==> config.mk <==
export PLATFORM = sky130hd
export DESIGN_NAME = slotwin_cfg
export DESIGN_NICKNAME = d
export VERILOG_FILES = /design/src/sv/slot_window_layout_core_assert.svh /design/src/sv/slotwin_pkg.sv /design/src/sv/slotwin_cfg.sv
export SDC_FILE = /design/constraint.sdc
export NUM_CORES = 1
export LEC_CHECK = 0
export BUFFER_PORTS_ARGS = -buffer_cell sky130_fd_sc_hd__buf_2
export CAP_MARGIN = 30
export CORE_MARGIN = 10
export CORE_UTILIZATION = 45
export DETAILED_ROUTE_END_ITERATION = 16
export PLACE_DENSITY_LB_ADDON = 0.25
export SETUP_SLACK_MARGIN = 0.5
export SLEW_MARGIN = 20
export SYNTH_ARGS = -nofsm -noshare
export SYNTH_HDL_FRONTEND = slang
export SYNTH_SLANG_ARGS = --single-unit
export TNS_END_PERCENT = 1
==> constraint.sdc <==
create_clock -name clk -period 2.1 [get_ports clk]
set_input_delay 0.105 -clock clk [delete_from_list [all_inputs] [get_ports clk]]
set_output_delay 0.105 -clock clk [all_outputs]
set_load 0.005 [all_outputs]
==> src/sv/slot_window_layout_core_assert.svh <==
// Assertion macros used by the slot window layout core.
`ifndef SLOT_WINDOW_LAYOUT_CORE_ASSERT_SVH
`define SLOT_WINDOW_LAYOUT_CORE_ASSERT_SVH

// Same-cycle implication, disabled while reset is held.
`define SWL_CHECK_IMP(label, clk, rstn, ante, cons) \
  label: assert property (@(posedge clk) disable iff (!rstn) (ante) |-> (cons)) \
    else $error("slot window layout: same-cycle check failed");

// Next-cycle implication, disabled while reset is held.
`define SWL_CHECK_NXT(label, clk, rstn, ante, cons) \
  label: assert property (@(posedge clk) disable iff (!rstn) (ante) |=> (cons)) \
    else $error("slot window layout: next-cycle check failed");

`endif

==> src/sv/slotwin_pkg.sv <==
package slotwin_pkg;

  localparam int SRC_W      = 12;
  localparam int SCALE_W    = 11;
  localparam int ALPHA_W    = 8;
  localparam int SLOT_W     = 7;
  localparam int POS_W      = 15;
  localparam int CFG_IDX_W  = 3;
  localparam int CFG_DATA_W = 12;

  // Scaled size before capping, and the product it comes from.
  localparam int UNITY_SHIFT = 8;
  localparam int PROD_W      = SRC_W + SCALE_W;
  localparam int DRAWN_W     = PROD_W - UNITY_SHIFT;

  // Divider: dividend is a scaled size times a usable extent.
  localparam int DVD_W   = DRAWN_W + SRC_W;
  localparam int QUOT_W  = DRAWN_W;
  localparam int TRIAL_W = DRAWN_W + QUOT_W;

  // Working width for position arithmetic.
  localparam int CALC_W = POS_W + 2;

  localparam int MARGIN_SIDE   = 32;
  localparam int MARGIN_TOP    = 48;
  localparam int MARGIN_BOTTOM = 48;

  localparam logic signed [POS_W-1:0] HIDDEN_POS = -15'sd10000;

  typedef enum logic [CFG_IDX_W-1:0] {
    REG_SCREEN_WIDTH   = 3'd0,
    REG_SCREEN_HEIGHT  = 3'd1,
    REG_SCALE_ACTIVE   = 3'd2,
    REG_SCALE_ADJACENT = 3'd3,
    REG_SCALE_FAR      = 3'd4,
    REG_ALPHA_ACTIVE   = 3'd5,
    REG_ALPHA_ADJACENT = 3'd6,
    REG_ALPHA_FAR      = 3'd7
  } cfg_reg_t;

  typedef enum logic [1:0] {
    SLOT_ACTIVE,
    SLOT_ADJACENT,
    SLOT_FAR,
    SLOT_HIDDEN
  } slot_class_t;

  typedef struct packed {
    logic [SRC_W-1:0]   screen_width;
    logic [SRC_W-1:0]   screen_height;
    logic [SCALE_W-1:0] scale_active;
    logic [SCALE_W-1:0] scale_adjacent;
    logic [SCALE_W-1:0] scale_far;
    logic [ALPHA_W-1:0] alpha_active;
    logic [ALPHA_W-1:0] alpha_adjacent;
    logic [ALPHA_W-1:0] alpha_far;
    logic [SRC_W-1:0]   usable_w;
    logic [SRC_W-1:0]   usable_h;
  } cfg_t;

  // Data that rides alongside a division.
  typedef struct packed {
    logic               hidden;
    logic signed [2:0]  slot;
    logic [ALPHA_W-1:0] alpha;
    logic [DRAWN_W-1:0] dw;
    logic [DRAWN_W-1:0] dh;
    logic               cap;
  } side_t;

  typedef struct packed {
    logic               valid;
    side_t              side;
    logic [DVD_W-1:0]   dividend;
    logic [DRAWN_W-1:0] divisor;
  } div_req_t;

  typedef struct packed {
    logic [DVD_W-1:0] rem;
    logic             qbit;
  } div_step_t;

  // One restoring step: try the divisor shifted to the given quotient bit.
  function automatic div_step_t div_step(logic [DVD_W-1:0] rem,
                                         logic [DRAWN_W-1:0] dvs, int bit_idx);
    logic [TRIAL_W-1:0] trial;
    logic [TRIAL_W-1:0] rem_w;
    div_step_t          res;
    trial = TRIAL_W'(dvs) << bit_idx;
    rem_w = TRIAL_W'(rem);
    if (rem_w >= trial) begin
      res.rem  = DVD_W'(rem_w - trial);
      res.qbit = 1'b1;
    end else begin
      res.rem  = rem;
      res.qbit = 1'b0;
    end
    return res;
  endfunction

endpackage

==> src/sv/slotwin_cfg.sv <==
module slotwin_cfg (
  input  logic                               clk,
  input  logic                               rst_n,
  input  logic                               cfg_we,
  input  logic [slotwin_pkg::CFG_IDX_W-1:0]  cfg_index,
  input  logic [slotwin_pkg::CFG_DATA_W-1:0] cfg_data,
  output slotwin_pkg::cfg_t                  cfg
);

  logic [slotwin_pkg::SRC_W-1:0]   screen_width_r, screen_height_r;
  logic [slotwin_pkg::SCALE_W-1:0] scale_active_r, scale_adjacent_r, scale_far_r;
  logic [slotwin_pkg::ALPHA_W-1:0] alpha_active_r, alpha_adjacent_r, alpha_far_r;

  always_ff @(posedge clk) begin
    if (!rst_n) begin
      screen_width_r   <= 12'd1024;
      screen_height_r  <= 12'd768;
      scale_active_r   <= 11'd256;
      scale_adjacent_r <= 11'd192;
      scale_far_r      <= 11'd128;
      alpha_active_r   <= 8'd255;
      alpha_adjacent_r <= 8'd160;
      alpha_far_r      <= 8'd80;
    end else if (cfg_we) begin
      unique case (slotwin_pkg::cfg_reg_t'(cfg_index))
        slotwin_pkg::REG_SCREEN_WIDTH:   screen_width_r   <= cfg_data;
        slotwin_pkg::REG_SCREEN_HEIGHT:  screen_height_r  <= cfg_data;
        slotwin_pkg::REG_SCALE_ACTIVE:   scale_active_r   <= cfg_data[10:0];
        slotwin_pkg::REG_SCALE_ADJACENT: scale_adjacent_r <= cfg_data[10:0];
        slotwin_pkg::REG_SCALE_FAR:      scale_far_r      <= cfg_data[10:0];
        slotwin_pkg::REG_ALPHA_ACTIVE:   alpha_active_r   <= cfg_data[7:0];
        slotwin_pkg::REG_ALPHA_ADJACENT: alpha_adjacent_r <= cfg_data[7:0];
        slotwin_pkg::REG_ALPHA_FAR:      alpha_far_r      <= cfg_data[7:0];
      endcase
    end
  end

  // Usable area: screen less margins, floored at zero.
  localparam logic [slotwin_pkg::SRC_W-1:0] SIDE_SUM =
    12'(2 * slotwin_pkg::MARGIN_SIDE);
  localparam logic [slotwin_pkg::SRC_W-1:0] VERT_SUM =
    12'(slotwin_pkg::MARGIN_TOP + slotwin_pkg::MARGIN_BOTTOM);

  always_comb begin
    cfg.screen_width   = screen_width_r;
    cfg.screen_height  = screen_height_r;
    cfg.scale_active   = scale_active_r;
    cfg.scale_adjacent = scale_adjacent_r;
    cfg.scale_far      = scale_far_r;
    cfg.alpha_active   = alpha_active_r;
    cfg.alpha_adjacent = alpha_adjacent_r;
    cfg.alpha_far      = alpha_far_r;
    cfg.usable_w = (screen_width_r >= SIDE_SUM) ? screen_width_r - SIDE_SUM : '0;
    cfg.usable_h = (screen_height_r >= VERT_SUM) ? screen_height_r - VERT_SUM : '0;
  end

endmodule

==> flow_metrics.env <==
export IMPL_post_synth_top_area_fraction_pct=46.1
export IMPL_totalNegativeSetupSlack_ns=0
export IMPL_final_nets=560
export IMPL_floorplan_rows=32
export IMPL_worst_setup_ep="cfg[23]"
export IMPL_cts_tree="yes"
export IMPL_unrepaired_setup_endpoints_after_global_routing="yes"
export IMPL_cts_root_to_sink_buffers=2
export IMPL_critical_path_endpoint_type="output port"
export IMPL_number_of_nets_with_antenna_violations_after_routing=0
export IMPL_cts_hold_repair_buffers=0
export IMPL_critical_path_required_ns=2.00
export IMPL_setup_viol_count_final=0
export IMPL_timing_hold_ws_ns=0.0327
export IMPL_cts_htree_levels=3
export IMPL_cell_area_synth_sq_um=3520
export IMPL_dp_hpwl_mm=7.17
export IMPL_yosysWarningCount=0
export IMPL_number_of_synthesized_flops_with_an_enable_pin=0
export IMPL_die_h_um=108
export IMPL_postSynthNetCount=451
export IMPL_final_wtd_congestion=0.770
export IMPL_run_status="finished, final reports clean"
export IMPL_insertion_delay_ns=0.34
export IMPL_drv_max_cap_violation_count=0
export IMPL_route_detailed_vias_per_inst=5.12
export IMPL_final_area_sq_um=4470
export IMPL_grt_start_max_net_pins=44
export IMPL_total_of_flip_flops_plus_latches_after_synthesis=81
export IMPL_core_area_sq_um=7690
export IMPL_power_density_cell_area_nw_per_um2=693
export IMPL_final_wirelength_mm=10.4
export IMPL_netlist_top_cells_area="sky130_fd_sc_hd__dfxtp_1, sky130_fd_sc_hd__nand2_1, sky130_fd_sc_hd__a21boi_0, sky130_fd_sc_hd__a21boi_1, sky130_fd_sc_hd__nand3_1"
export IMPL_critPathLaunch="screen_width_r[9]"
export IMPL_timing_hold_worst_class="in -> reg"
export IMPL_dr_first_iter_drc_count=131
export IMPL_global_route_usage_total_pct=17.3
export IMPL_ys_seq_area_share_pct=46.1
export IMPL_post_drt_wl_per_cell_um=16.1
export IMPL_post_synth_cell_area_avg_sq_um=8.19
export IMPL_floorplan_initialDensity_pct=45.8
export IMPL_cts_num_sinks=81
export IMPL_cp_start_kind="flop"
export IMPL_criticalPathCategory="reg -> out"
export IMPL_worst_setup_hold_path_clk_slew_ns=0.07
export IMPL_distinct_cells_synth=38
export IMPL_grt_antenna_before_repair=0
export IMPL_insertedDiodeCount=0
export IMPL_via_count_of_the_first_global_routing_pass=3165
export IMPL_yosysMostFrequentCell="sky130_fd_sc_hd__nand2_1"
export IMPL_drv_slew=0
export IMPL_post_route_cells_drive_above_1_share_pct=31.1
export IMPL_worst_slew_pin_slew_ns=0.599
export IMPL_vias=3307
export IMPL_power_leakage_nw=1.93
export IMPL_cp_cell_sequence="or3_4 > or4_4 > a21oi_2 > buf_2"
export IMPL_rr_endpoint="screen_height_r[11]"
export IMPL_cts_buffers=9
export IMPL_critical_path_arrival_ns=1.77
export IMPL_crit_path_max_incr_delay_ns=0.43
export IMPL_dpl_instance_area_sq_um=4140
export IMPL_layout_area_overhead_vs_synth_pct=27.0
export IMPL_reg2reg_depth=2
export IMPL_die_width_um=108
export IMPL_p_total_mw=3.10
export IMPL_design_portCount=123
export IMPL_die_area_sq_um=11800
export IMPL_crit_path_top_delay_cell="sky130_fd_sc_hd__or4_4"
export IMPL_post_route_min_period_ns=1.87
export IMPL_fmax_mhz=534
export IMPL_top_post_synthesis_cells_by_count="sky130_fd_sc_hd__nand2_1, sky130_fd_sc_hd__dfxtp_1, sky130_fd_sc_hd__a21boi_0"
export IMPL_share_of_synthesized_flip_flops_with_an_asynchronous_set_or_reset_pct=0
export IMPL_clk_root_buffer_cell="sky130_fd_sc_hd__clkbuf_8"
export IMPL_grt_pass1_wl_mm=16.2
export IMPL_numPortBuffers=122
export IMPL_rr_startpoint="screen_height_r[11]"
export IMPL_hold_violations=0
export IMPL_vdd_drop_max_mv=0.436
export IMPL_number_of_placed_instances_with_taps_included=622
export IMPL_setup_reg_to_reg_worst_slack_ns=1.28
export IMPL_max_slew_headroom_at_the_worst_pin_pct=60.1
export IMPL_postSynth_topFlopCell="sky130_fd_sc_hd__dfxtp_1"
export IMPL_post_synth_top_area_cell="sky130_fd_sc_hd__dfxtp_1"
export IMPL_final_cells=646
export IMPL_synth_cells=430
export IMPL_worst_path_max_fanout=4
export IMPL_clock_skew_ns=0
export IMPL_fin_crit_sh_pct=89.2
export IMPL_drcViolationCount=0
export IMPL_grt_overflow_total=0
export IMPL_drtPass1Iterations=4
-- through the flow --
stage / setup WS [ns] / utilization, %
after floorplan: 0.596 / -
after global placement: 0.441 / 53.8
after detailed placement: 0.377 / 53.8
after CTS: 0.248 / 57.9
after global routing: 0.134 / 58.2
final: 0.226 / 58.2
-- layer usage --
layer  vias to the layer above  share of wire [%]  GRT usage (%)
met5                         -                  0              0
met4                         0                1.1           6.59
met3                         8                 11           6.07
met2                       111                 47           27.4
met1                      1553                 41           21.0
li1                       1635                  -              -
-- worst min path at each step --
| stage | start | endpoint | slack [ns] | cells after the start |
|---|---|---|---|---|
| floorplan | cfg_data[8] | scale_active_r[8] | 0.23 | 2 |
| global placement | cfg_data[11] | screen_height_r[11] | 0.37 | 3 |
| finish | cfg_data[11] | screen_width_r[11] | 0.03 | 3 |
| CTS | cfg_data[11] | screen_width_r[11] | 0.02 | 3 |
| global route | cfg_data[11] | screen_width_r[11] | 0.03 | 3 |
| detailed placement | cfg_data[11] | screen_width_r[11] | 0.38 | 3 |
-- cell families (layout without fill, tap and decap cells) --
logic type | count (synthesis) | in the layout | synth area share, %
flip-flops | 81 | 81 | 46.1
multiplexers | 1 | 1 | 0.320
AO/OA/AOI/OAI | 72 | 72 | 15.7
XOR/XNOR | 4 | 4 | 0.995
adder cells (fa/ha/maj) | 3 | 3 | 1.07
AND/OR/NAND/NOR | 232 | 232 | 31.3
buffers and inverters | 37 | 151 | 4.58
-- cell type report --
class / count / area, sq um
Timing Repair Buffer: 132 / 698
Inverter: 3 / 16.3
Clock buffer: 11 / 131
Tap cell: 102 / 128
Multi-Input combinational cell: 312 / 1780
Clock inverter: 5 / 80.1
Fill cell: 726 / 3220
Sequential cell: 81 / 1640
-- cell usage in the layout (no fill, tap or decap), types with 2 or more instances in the layout --
master                         n
sky130_fd_sc_hd__nor3_1        4
sky130_fd_sc_hd__nand2_1     162
sky130_fd_sc_hd__inv_4         2
sky130_fd_sc_hd__or4_4         2
sky130_fd_sc_hd__and4bb_2      3
sky130_fd_sc_hd__nand4b_1      3
sky130_fd_sc_hd__o31ai_1       3
sky130_fd_sc_hd__nor4b_4       2
sky130_fd_sc_hd__xnor2_1       3
sky130_fd_sc_hd__a21boi_1     14
sky130_fd_sc_hd__nor2_1        8
sky130_fd_sc_hd__or3_4         2
sky130_fd_sc_hd__nor2b_1       7
sky130_fd_sc_hd__o21ai_0       2
sky130_fd_sc_hd__dfxtp_4       4
sky130_fd_sc_hd__and2_1        7
sky130_fd_sc_hd__and4b_1       3
sky130_fd_sc_hd__clkinvlp_4    2
sky130_fd_sc_hd__dfxtp_1      76
sky130_fd_sc_hd__bufinv_16     2
sky130_fd_sc_hd__ha_4          2
sky130_fd_sc_hd__nand4bb_1     3
sky130_fd_sc_hd__buf_2       122
sky130_fd_sc_hd__a21boi_0     48
sky130_fd_sc_hd__clkbuf_8      9
sky130_fd_sc_hd__nand3_1      20
sky130_fd_sc_hd__buf_4         9
sky130_fd_sc_hd__clkbuf_1      2
-- worst max-delay path: cells and delay by family, from the launching register on --
family | cells | cell delay, ns
and+or+nand+nor | 2 | 0.83
DFF | 1 | 0.34
AOI/OAI and AO/OA | 1 | 0.14
buffers and inverters | 1 | 0.13
-- sequential cells by signal (all words and copies together) (netlist names) --
name	flops
screen_width_r	12
alpha_adjacent_r	8
scale_far_r	11
alpha_far_r	8
scale_active_r	11
scale_adjacent_r	11
screen_height_r	12
alpha_active_r	8
-- power by group --
part	total [mW]	internal (mW)	switching, mW
sequential	1.60	1.57	0.0264
clock	1.21	0.669	0.543
combinational	0.293	0.123	0.170
total	3.10	2.36	0.740
-- timing repair --
item                       in CTS  in global routing
pin swaps                       8                  2
setup endpoints to repair      24                 24
setup buffers                   8                  0
gates resized for setup        19                  3
Power figures use the tool's default switching activity.
