<file path="config.mk">
export PLATFORM = sky130hd
export DESIGN_NAME = slotwin_front
export DESIGN_NICKNAME = d
export VERILOG_FILES = /design/src/sv/slot_window_layout_core_assert.svh /design/src/sv/slotwin_pkg.sv /design/src/sv/slotwin_front.sv
export SDC_FILE = /design/constraint.sdc
export NUM_CORES = 1
export LEC_CHECK = 0
export BUFFER_PORTS_ARGS = -buffer_cell sky130_fd_sc_hd__buf_2
export CAP_MARGIN = 20
export CORE_UTILIZATION = 60
export CTS_CLUSTER_DIAMETER = 80
export CTS_CLUSTER_SIZE = 25
export DETAILED_ROUTE_END_ITERATION = 10
export PLACE_DENSITY_LB_ADDON = 0.2
export SLEW_MARGIN = 20
export SYNTH_ARGS = -nofsm -noshare
export SYNTH_HDL_FRONTEND = slang
export SYNTH_SLANG_ARGS = --single-unit
</file>
<file path="constraint.sdc">
create_clock -name clk -period 9.5 [get_ports clk]
set_input_delay 0 -clock clk [delete_from_list [all_inputs] [get_ports clk]]
set_output_delay 0 -clock clk [all_outputs]
set_load 0.005 [all_outputs]
</file>
<file path="src/sv/slot_window_layout_core_assert.svh">
// Assertion macros used by the slot window layout core.
`ifndef SLOT_WINDOW_LAYOUT_CORE_ASSERT_SVH
`define SLOT_WINDOW_LAYOUT_CORE_ASSERT_SVH

// Same-cycle implication, disabled while reset is held.
`define SWL_CHECK_IMP(label, clk, rstn, ante, cons) \
  label: assert property (@(posedge clk) disable iff (!rstn) (ante) |-> (cons)) \
    else $error("slot window layout: same-cycle check failed");

// Next-cycle implication, disabled while reset is held.
`define SWL_CHECK_NXT(label, clk, rstn, ante, cons) \
  label: assert property (@(posedge clk) disable iff (!rstn) (ante) |=> (cons)) \
    else $error("slot window layout: next-cycle check failed");

`endif

</file>
<file path="src/sv/slotwin_pkg.sv">
package slotwin_pkg;

  localparam int SRC_W      = 12;
  localparam int SCALE_W    = 11;
  localparam int ALPHA_W    = 8;
  localparam int SLOT_W     = 7;
  localparam int POS_W      = 15;
  localparam int CFG_IDX_W  = 3;
  localparam int CFG_DATA_W = 12;

  // Scaled size before capping, and the product it comes from.
  localparam int UNITY_SHIFT = 8;
  localparam int PROD_W      = SRC_W + SCALE_W;
  localparam int DRAWN_W     = PROD_W - UNITY_SHIFT;

  // Divider: dividend is a scaled size times a usable extent.
  localparam int DVD_W   = DRAWN_W + SRC_W;
  localparam int QUOT_W  = DRAWN_W;
  localparam int TRIAL_W = DRAWN_W + QUOT_W;

  // Working width for position arithmetic.
  localparam int CALC_W = POS_W + 2;

  localparam int MARGIN_SIDE   = 32;
  localparam int MARGIN_TOP    = 48;
  localparam int MARGIN_BOTTOM = 48;

  localparam logic signed [POS_W-1:0] HIDDEN_POS = -15'sd10000;

  typedef enum logic [CFG_IDX_W-1:0] {
    REG_SCREEN_WIDTH   = 3'd0,
    REG_SCREEN_HEIGHT  = 3'd1,
    REG_SCALE_ACTIVE   = 3'd2,
    REG_SCALE_ADJACENT = 3'd3,
    REG_SCALE_FAR      = 3'd4,
    REG_ALPHA_ACTIVE   = 3'd5,
    REG_ALPHA_ADJACENT = 3'd6,
    REG_ALPHA_FAR      = 3'd7
  } cfg_reg_t;

  typedef enum logic [1:0] {
    SLOT_ACTIVE,
    SLOT_ADJACENT,
    SLOT_FAR,
    SLOT_HIDDEN
  } slot_class_t;

  typedef struct packed {
    logic [SRC_W-1:0]   screen_width;
    logic [SRC_W-1:0]   screen_height;
    logic [SCALE_W-1:0] scale_active;
    logic [SCALE_W-1:0] scale_adjacent;
    logic [SCALE_W-1:0] scale_far;
    logic [ALPHA_W-1:0] alpha_active;
    logic [ALPHA_W-1:0] alpha_adjacent;
    logic [ALPHA_W-1:0] alpha_far;
    logic [SRC_W-1:0]   usable_w;
    logic [SRC_W-1:0]   usable_h;
  } cfg_t;

  // Data that rides alongside a division.
  typedef struct packed {
    logic               hidden;
    logic signed [2:0]  slot;
    logic [ALPHA_W-1:0] alpha;
    logic [DRAWN_W-1:0] dw;
    logic [DRAWN_W-1:0] dh;
    logic               cap;
  } side_t;

  typedef struct packed {
    logic               valid;
    side_t              side;
    logic [DVD_W-1:0]   dividend;
    logic [DRAWN_W-1:0] divisor;
  } div_req_t;

  typedef struct packed {
    logic [DVD_W-1:0] rem;
    logic             qbit;
  } div_step_t;

  // One restoring step: try the divisor shifted to the given quotient bit.
  function automatic div_step_t div_step(logic [DVD_W-1:0] rem,
                                         logic [DRAWN_W-1:0] dvs, int bit_idx);
    logic [TRIAL_W-1:0] trial;
    logic [TRIAL_W-1:0] rem_w;
    div_step_t          res;
    trial = TRIAL_W'(dvs) << bit_idx;
    rem_w = TRIAL_W'(rem);
    if (rem_w >= trial) begin
      res.rem  = DVD_W'(rem_w - trial);
      res.qbit = 1'b1;
    end else begin
      res.rem  = rem;
      res.qbit = 1'b0;
    end
    return res;
  endfunction

endpackage

</file>
<file path="src/sv/slotwin_front.sv">
module slotwin_front (
  input  logic                                clk,
  input  logic                                rst_n,
  input  logic                                en,
  input  logic                                in_valid,
  input  logic signed [slotwin_pkg::SLOT_W-1:0] in_slot_offset,
  input  logic [slotwin_pkg::SRC_W-1:0]       in_source_width,
  input  logic [slotwin_pkg::SRC_W-1:0]       in_source_height,
  input  slotwin_pkg::cfg_t                   cfg,
  output slotwin_pkg::div_req_t               req
);

  slotwin_pkg::slot_class_t        cls;
  logic [slotwin_pkg::SCALE_W-1:0] scale;
  logic [slotwin_pkg::ALPHA_W-1:0] alpha;

  logic                            vld_a_r;
  logic                            hidden_a_r;
  logic signed [2:0]               slot_a_r;
  logic [slotwin_pkg::ALPHA_W-1:0] alpha_a_r;
  logic [slotwin_pkg::PROD_W-1:0]  prod_w_r, prod_h_r;

  logic [slotwin_pkg::DRAWN_W-1:0] dw0, dh0;
  slotwin_pkg::div_req_t           req_nxt, req_r;

  always_comb begin
    priority if (in_slot_offset == 7'sd0) begin
      cls = slotwin_pkg::SLOT_ACTIVE;
    end else if (in_slot_offset == 7'sd1 || in_slot_offset == -7'sd1) begin
      cls = slotwin_pkg::SLOT_ADJACENT;
    end else if (in_slot_offset == 7'sd2 || in_slot_offset == -7'sd2) begin
      cls = slotwin_pkg::SLOT_FAR;
    end else begin
      cls = slotwin_pkg::SLOT_HIDDEN;
    end

    unique case (cls)
      slotwin_pkg::SLOT_ACTIVE: begin
        scale = cfg.scale_active;
        alpha = cfg.alpha_active;
      end
      slotwin_pkg::SLOT_ADJACENT: begin
        scale = cfg.scale_adjacent;
        alpha = cfg.alpha_adjacent;
      end
      slotwin_pkg::SLOT_FAR: begin
        scale = cfg.scale_far;
        alpha = cfg.alpha_far;
      end
      default: begin
        scale = '0;
        alpha = '0;
      end
    endcase
  end

  // Stage A: scale both sides.
  always_ff @(posedge clk) begin
    if (!rst_n) begin
      vld_a_r <= 1'b0;
    end else if (en) begin
      vld_a_r <= in_valid;
    end
  end

  always_ff @(posedge clk) begin
    if (en) begin
      hidden_a_r <= (cls == slotwin_pkg::SLOT_HIDDEN);
      slot_a_r   <= in_slot_offset[2:0];
      alpha_a_r  <= alpha;
      prod_w_r   <= slotwin_pkg::PROD_W'(in_source_width) * slotwin_pkg::PROD_W'(scale);
      prod_h_r   <= slotwin_pkg::PROD_W'(in_source_height) * slotwin_pkg::PROD_W'(scale);
    end
  end

  // Stage B: test against usable width and form the first dividend.
  assign dw0 = prod_w_r[slotwin_pkg::PROD_W-1:slotwin_pkg::UNITY_SHIFT];
  assign dh0 = prod_h_r[slotwin_pkg::PROD_W-1:slotwin_pkg::UNITY_SHIFT];

  always_comb begin
    req_nxt.valid       = vld_a_r;
    req_nxt.side.hidden = hidden_a_r;
    req_nxt.side.slot   = slot_a_r;
    req_nxt.side.alpha  = alpha_a_r;
    req_nxt.side.dw     = dw0;
    req_nxt.side.dh     = dh0;
    req_nxt.side.cap    = dw0 > slotwin_pkg::DRAWN_W'(cfg.usable_w);
    req_nxt.dividend    = slotwin_pkg::DVD_W'(dh0) * slotwin_pkg::DVD_W'(cfg.usable_w);
    req_nxt.divisor     = dw0;
  end

  always_ff @(posedge clk) begin
    if (!rst_n) begin
      req_r.valid <= 1'b0;
    end else if (en) begin
      req_r <= req_nxt;
    end
  end

  assign req = req_r;

endmodule

</file>
==> metrics.yaml, run 1 <==
outcome:
  status: "finished with violations"
  failed_checks: "design-rule violations"
timing:
  rsz0062_at_grt: "no"
  fin_crit_sh_pct: 82.4
  finalSetupTns_ns: 0
  hold_ws_ns: 0.183
  drv_slew: 0
  worst_pin_slew_ns: 0.982
  maxSlewHeadroom_pct: 34.5
  setup_viol: 0
  setup_ws_ns: 1.67
  skew_ns: 0.0105
  fmax_ghz: 0.128
  period_minus_slack_ns: 7.83
  hold_viol: 0
placed_design:
  dp_slack_ns: 1.71
  place_inst: 2330
  io_buffer_count: 189
  place_congestion: 0.855
  dp_hpwl_um: 31000
  placed_area_mm2: 0.0191
logic_synthesis:
  synth_nets: 2478
  ys.flop_type: "edfxtp_1"
  synthXorXnorAreaFrac_pct: 2.57
  yosysMostFrequentCell: "inv_1"
  ys_ff_latch: 114
  synth.area.mux_share_pct: 0.111
  ys_types: 59
  yosysTopAreaCellShare_pct: 33.9
  synth_area_leaders: "fa_1 (34%), edfxtp_1 (19%), ha_1 (13%)"
  seq_area_frac_synth_pct: 18.9
  yosys.area_share.adder_pct: 47.3
  synth_common_cells: "inv_1 (369), fa_1 (306), nand2_1 (294), and2_1 (204), ha_1 (193)"
  async_reset_ff_share_pct: 0
  synth_edf_count: 112
  synth-compound-area-share_pct: 5.37
  yosysWarnings: 0
  synth_top_family_by_area: "adder cells"
  synthSimpleGateAreaFrac_pct: 15.8
  netlist_instances: 1839
  synth_area_mm2: 0.0180
  avgSynthCellArea_um2: 9.81
  yosysTopAreaCell: "fa_1"
pwr:
  power.density_mw_per_mm2: 189
  power_mw: 3.76
  vdd_drop_max_uv: 211
  power_leakage_nw: 10.3
cells_and_area:
  seq_area_mm2: 0.00340
  area_growth_pct: 10.4
  num-fill-cells: 2379
  drive_gt1_share_pct: 12.4
  multi_input_area_mm2: 0.0129
  final_cells: 2385
  final_cell_area_mm2: 0.0199
  finalCoreUtilization_pct: 67.2
  nets: 2619
route:
  first_pass_iters: 10
  vias_per_cell: 5.42
  dr.first_iter.drc_count: 712
  wire_per_inst_um: 16.8
  drt-total-wl_um: 40100
  drc: 2
  detail-route-antenna-nets: 0
  vias: 12900
critical_path:
  endpoint_kind: "register"
  ff2ff_setup_slack_ns: 2.93
  worstPathArrival_ns: 8.00
  critPathMaxFanout: 24
  cp-start-kind: "primary input"
  cp.required_ns: 9.67
  critical_path_class: "primary input to register"
die:
  dieWidth_um: 175
  coreArea_mm2: 0.0296
  ios: 226
  rows: 63
  die_area_mm2: 0.0308
  die_y_um: 175
  initial_core_util_pct: 60.9
global_route:
  grt_pass1_wl_um: 67000
  grt_max_degree: 71
  overflow: 0
  grt_pass1_vias: 13700
  antenna_found_initial: 2
  track_usage_pct: 27.8
clock_network:
  cts_htree_levels: 4
  cts_tree: "built"
  cts_resized: 0
  insertion_delay_ns: 0.43
  cts.path.max_buffers: 2
  cts.sinks: 114
  clk_pin_slew_ns: 0.05
  cts-root-buf: "clkbuf_16"
  cts_inserted_buffers: 17
  post_cts_buffers: 0
job:
  drv_cap: 0
worst_hold_path:
  hold_class: "primary input to register"
-- sequential cells by signal, summed over array words and instances (netlist names) --
signal,flops
prod_w_r,15
prod_h_r,15
slot_a_r,3
vld_a_r,1
req,71
hidden_a_r,1
alpha_a_r,8
-- cell type report --
cell class / count / share of cell area (%)
multi-input cells: 1264 / 64.6
diodes: 2 / 0.0251
clock buffers: 17 / 2.14
clock inverters: 15 / 0.785
inverters: 369 / 6.95
repair buffers: 214 / 5.96
flip-flops and latches: 114 / 17.1
well taps: 390 / 2.45
-- routing by layer --
metal | routed length [µm] | vias up | GRT usage [%] | share of wire [%]
met3 | 2720 | 51 | 4.50 | 6.8
met4 | 843 | 0 | 8.91 | 2.1
met5 | 0 | - | 0 | 0
met2 | 19900 | 406 | 47.5 | 50
met1 | 16600 | 6530 | 36.4 | 41
li1 | - | 5941 | - | -
-- worst paths after layout --
kind	startpoint	cells past startpoint	to
hold reg to reg	hidden_a_r	0	req[84]
hold / removal	cfg[12]	2	req[15]
setup / recovery	in_slot_offset[2]	27	prod_h_r[22]
setup reg to reg	prod_h_r[14]	18	req[41]
-- power by group --
| part | switching [mW] | internal [mW] |
|---|---|---|
| clock | 0.247 | 0.387 |
| combinational | 1.28 | 1.04 |
| sequential | 0.0419 | 0.757 |
| total | 1.57 | 2.19 |
-- cell families after synthesis --
logic type,Yosys count
adder cells (fa/ha/maj),499
multiplexers,2
flip-flops,114
AO/OA/AOI/OAI,130
buffers and inverters,461
XOR/XNOR,53
AND/OR/NAND/NOR,580
-- cells in the final DEF (no fill, tap or decap), drive strengths merged, types with 5 or more instances in the layout --
master         n
and3           9
nor2b         10
a21o          15
clkbuf        17
nand3         11
nand2        294
a31oi          5
nand2b         7
o21a          14
nand4          7
o21ai         13
a22oi         17
xnor2         36
a211oi         6
nor2          16
buf          193
and2         204
edfxtp       112
clkinv         5
xor2          17
a21boi         5
a21oi         28
inv          373
dlygate4sd3   21
ha           193
nor3          11
fa           306
-- worst max-delay path: stages --
cell	delay, ns
dlygate4sd3_1	0.54
buf_2	0.15
nor3_4	0.28
and2_1	0.19
a31o_2	0.10
and3_1	0.80
a22oi_1	0.20
nand2_1	0.73
nand2_1	0.20
fa_1	0.60
fa_1	0.44
fa_1	0.55
inv_1	0.05
fa_1	0.47
inv_1	0.05
fa_1	0.47
inv_1	0.04
ha_1	0.31
and3_1	0.19
and4b_1	0.18
a31oi_1	0.25
o211ai_4	0.18
o211ai_2	0.24
a21boi_2	0.09
o41a_2	0.40
a21oi_1	0.18
xnor2_1	0.09
-- timing repair --
action / in CTS / in global routing
setup endpoints to repair: 0 / 0
hold endpoints to repair: 13 / 0
hold buffers: 21 / 0
No activity file was read; power rests on OpenSTA's default activity.
==> run 2, diff against run 1 <==
==> constraint.sdc (replaced) <==
create_clock -name clk -period 7.69 [get_ports clk]
set_input_delay 0 -clock clk [delete_from_list [all_inputs] [get_ports clk]]
set_output_delay 0 -clock clk [all_outputs]
set_load 0.005 [all_outputs]
==> run 2 against run 1 <==
  * The run still ends with design-rule violations left
  * Final cell count is 0.55% higher
  * Global-route usage hardly changed
  * Flip-flop and latch count stayed put
  * Worst setup slack worse by 1.2 ns
  * Cell area is 0.77% higher
  * Sequential share of layout area is 0.13 points lower
  * Die area stayed put
  * Clock skew hardly changed
  * Utilization is 0.51 points higher
  * Combinational power is 21% higher
  * First-iteration DRC count is 9.3% higher
  * Clock power is 34% higher
  * Largest cell class unchanged
==> metrics.yaml, run 2 (synthesized netlist as in run 1, its figures left out) <==
pwr:
  power.density_mw_per_mm2: 232
  vdd_drop_max_uv: 263
  power_leakage_nw: 10.4
route:
  first_pass_iters: 8
  drc: 2
  detail-route-antenna-nets: 0
  vias_per_cell: 5.43
  dr.first_iter.drc_count: 778
  wire_per_inst_um: 16.8
  drt-total-wl_um: 40300
  vias: 13000
global_route:
  grt_pass1_wl_um: 66800
  track_usage_pct: 27.8
  grt_max_degree: 71
  antenna_found_initial: 2
  grt_pass1_vias: 13600
  overflow: 0
critical_path:
  cp.required_ns: 7.87
  ff2ff_setup_slack_ns: 1.63
  critical_path_class: "primary input to register"
  cpPeakStageDelay_ns: 0.55
  slowest_stage: "fa_1"
  endpoint_kind: "register"
  cp-start-kind: "primary input"
  critPathMaxFanout: 15
  path_common_cell: "fa_1"
  worstPathArrival_ns: 7.36
cells_and_area:
  final_cell_mix: "inv_1 (369), fa_1 (306), nand2_1 (294), and2_1 (203), ha_1 (193)"
  drive_gt1_share_pct: 13.2
  area_growth_pct: 11.2
  nets: 2634
  final_common_cell: "inv_1"
  final_cells: 2398
  largest_reg_flops: 71
die:
  coreArea_mm2: 0.0296
  initial_core_util_pct: 60.9
  die_area_mm2: 0.0308
  die_y_um: 175
  dieWidth_um: 175
  rows: 63
  ios: 226
clock_network:
  post_cts_buffers: 0
  cts_htree_levels: 4
  cts-root-buf: "clkbuf_16"
  clk_pin_slew_ns: 0.06
  insertion_delay_ns: 0.43
  cts.sinks: 114
  cts_tree: "built"
  cts.path.max_buffers: 2
  cts_inserted_buffers: 17
placed_design:
  place_congestion: 0.881
  dp_hpwl_um: 31300
  place_inst: 2345
  io_buffer_count: 189
timing:
  fin_crit_sh_pct: 93.4
  hold_viol: 0
  skew_ns: 0.0104
  period_minus_slack_ns: 7.18
  maxSlewHeadroom_pct: 36.8
  rsz0062_at_grt: "no"
  setup_viol: 0
  fmax_ghz: 0.139
  hold_ws_ns: 0.197
  drv_slew: 0
  finalSetupTns_ns: 0
  worst_pin_slew_ns: 0.948
job:
  drv_cap: 0
outcome:
  failed_checks: "design-rule violations"
  status: "finished with violations"
worst_hold_path:
  hold_class: "primary input to register"
==> run 2: cell count changes in the layout (fill, tap and decap cells not counted), sizes merged <==
cell,before,now
buf,193,208
bufinv,2,4
clkinv,5,7
clkinvlp,4,0
diode,2,1
inv,373,372
==> run 2: cell type report <==
| type | instances | area (µm²) |
|---|---|---|
| Multi-Input combinational cell | 1264 | 12900 |
| Fill cell | 2390 | 9570 |
| Sequential cell | 114 | 3400 |
| Inverter | 369 | 1390 |
| Timing Repair Buffer | 229 | 1300 |
| Tap cell | 390 | 488 |
| Clock buffer | 17 | 425 |
| Clock inverter | 14 | 204 |
| Antenna cell | 1 | 2.50 |
==> run 2: worst paths after layout <==
check	start	end	depth (start not counted)
worst max-delay path	in_slot_offset[2]	prod_w_r[22]	27
worst min-delay path	cfg[12]	req[15]	2
worst max register to register	prod_h_r[16]	req[40]	18
worst min register to register	alpha_a_r[7]	req[80]	0
==> run 2: metal layers <==
| metal | wire (µm) | GRT usage (%) | vias up |
|---|---|---|---|
| li1 | - | - | 5961 |
| met1 | 16900 | 36.7 | 6596 |
| met2 | 20100 | 47.7 | 416 |
| met3 | 2440 | 4.11 | 52 |
| met4 | 818 | 8.48 | 2 |
| met5 | 13 | 0 | - |
==> run 2: stage by stage <==
step	utilization, %	total power [mW]	area [µm²]	worst slack, ns
finish	67.7	4.66	20100	0.509
global route	67.7	5.11	20100	0.0446
CTS	67.7	4.68	20100	0.340
detailed placement	64.9	3.80	19200	0.466
global placement	64.9	3.70	19200	0.611
floorplan	-	3.17	18000	1.24
==> run 2: repair_timing <==
item / CTS / global route
gates resized for setup: 0 / 2
hold buffers: 21 / 0
setup endpoints to repair: 0 / 4
hold endpoints to repair: 13 / 0
==> run 2: critical path: cells and delay by family <==
kind            cells  cell delay [ns]
compound gates      6             1.02
xor+xnor            1             0.08
fa+ha+maj           6             2.77
buf+inv             6             1.12
simple gates        8             2.37
==> run 2: where the power goes <==
group / leakage, nW / total, mW / internal [mW] / switching, mW
Combinational: 9.04 / 2.82 / 1.29 / 1.53
Sequential: 1.08 / 0.988 / 0.935 / 0.0529
Clock: 0.308 / 0.849 / 0.545 / 0.305
Total: 10.4 / 4.66 / 2.77 / 1.89
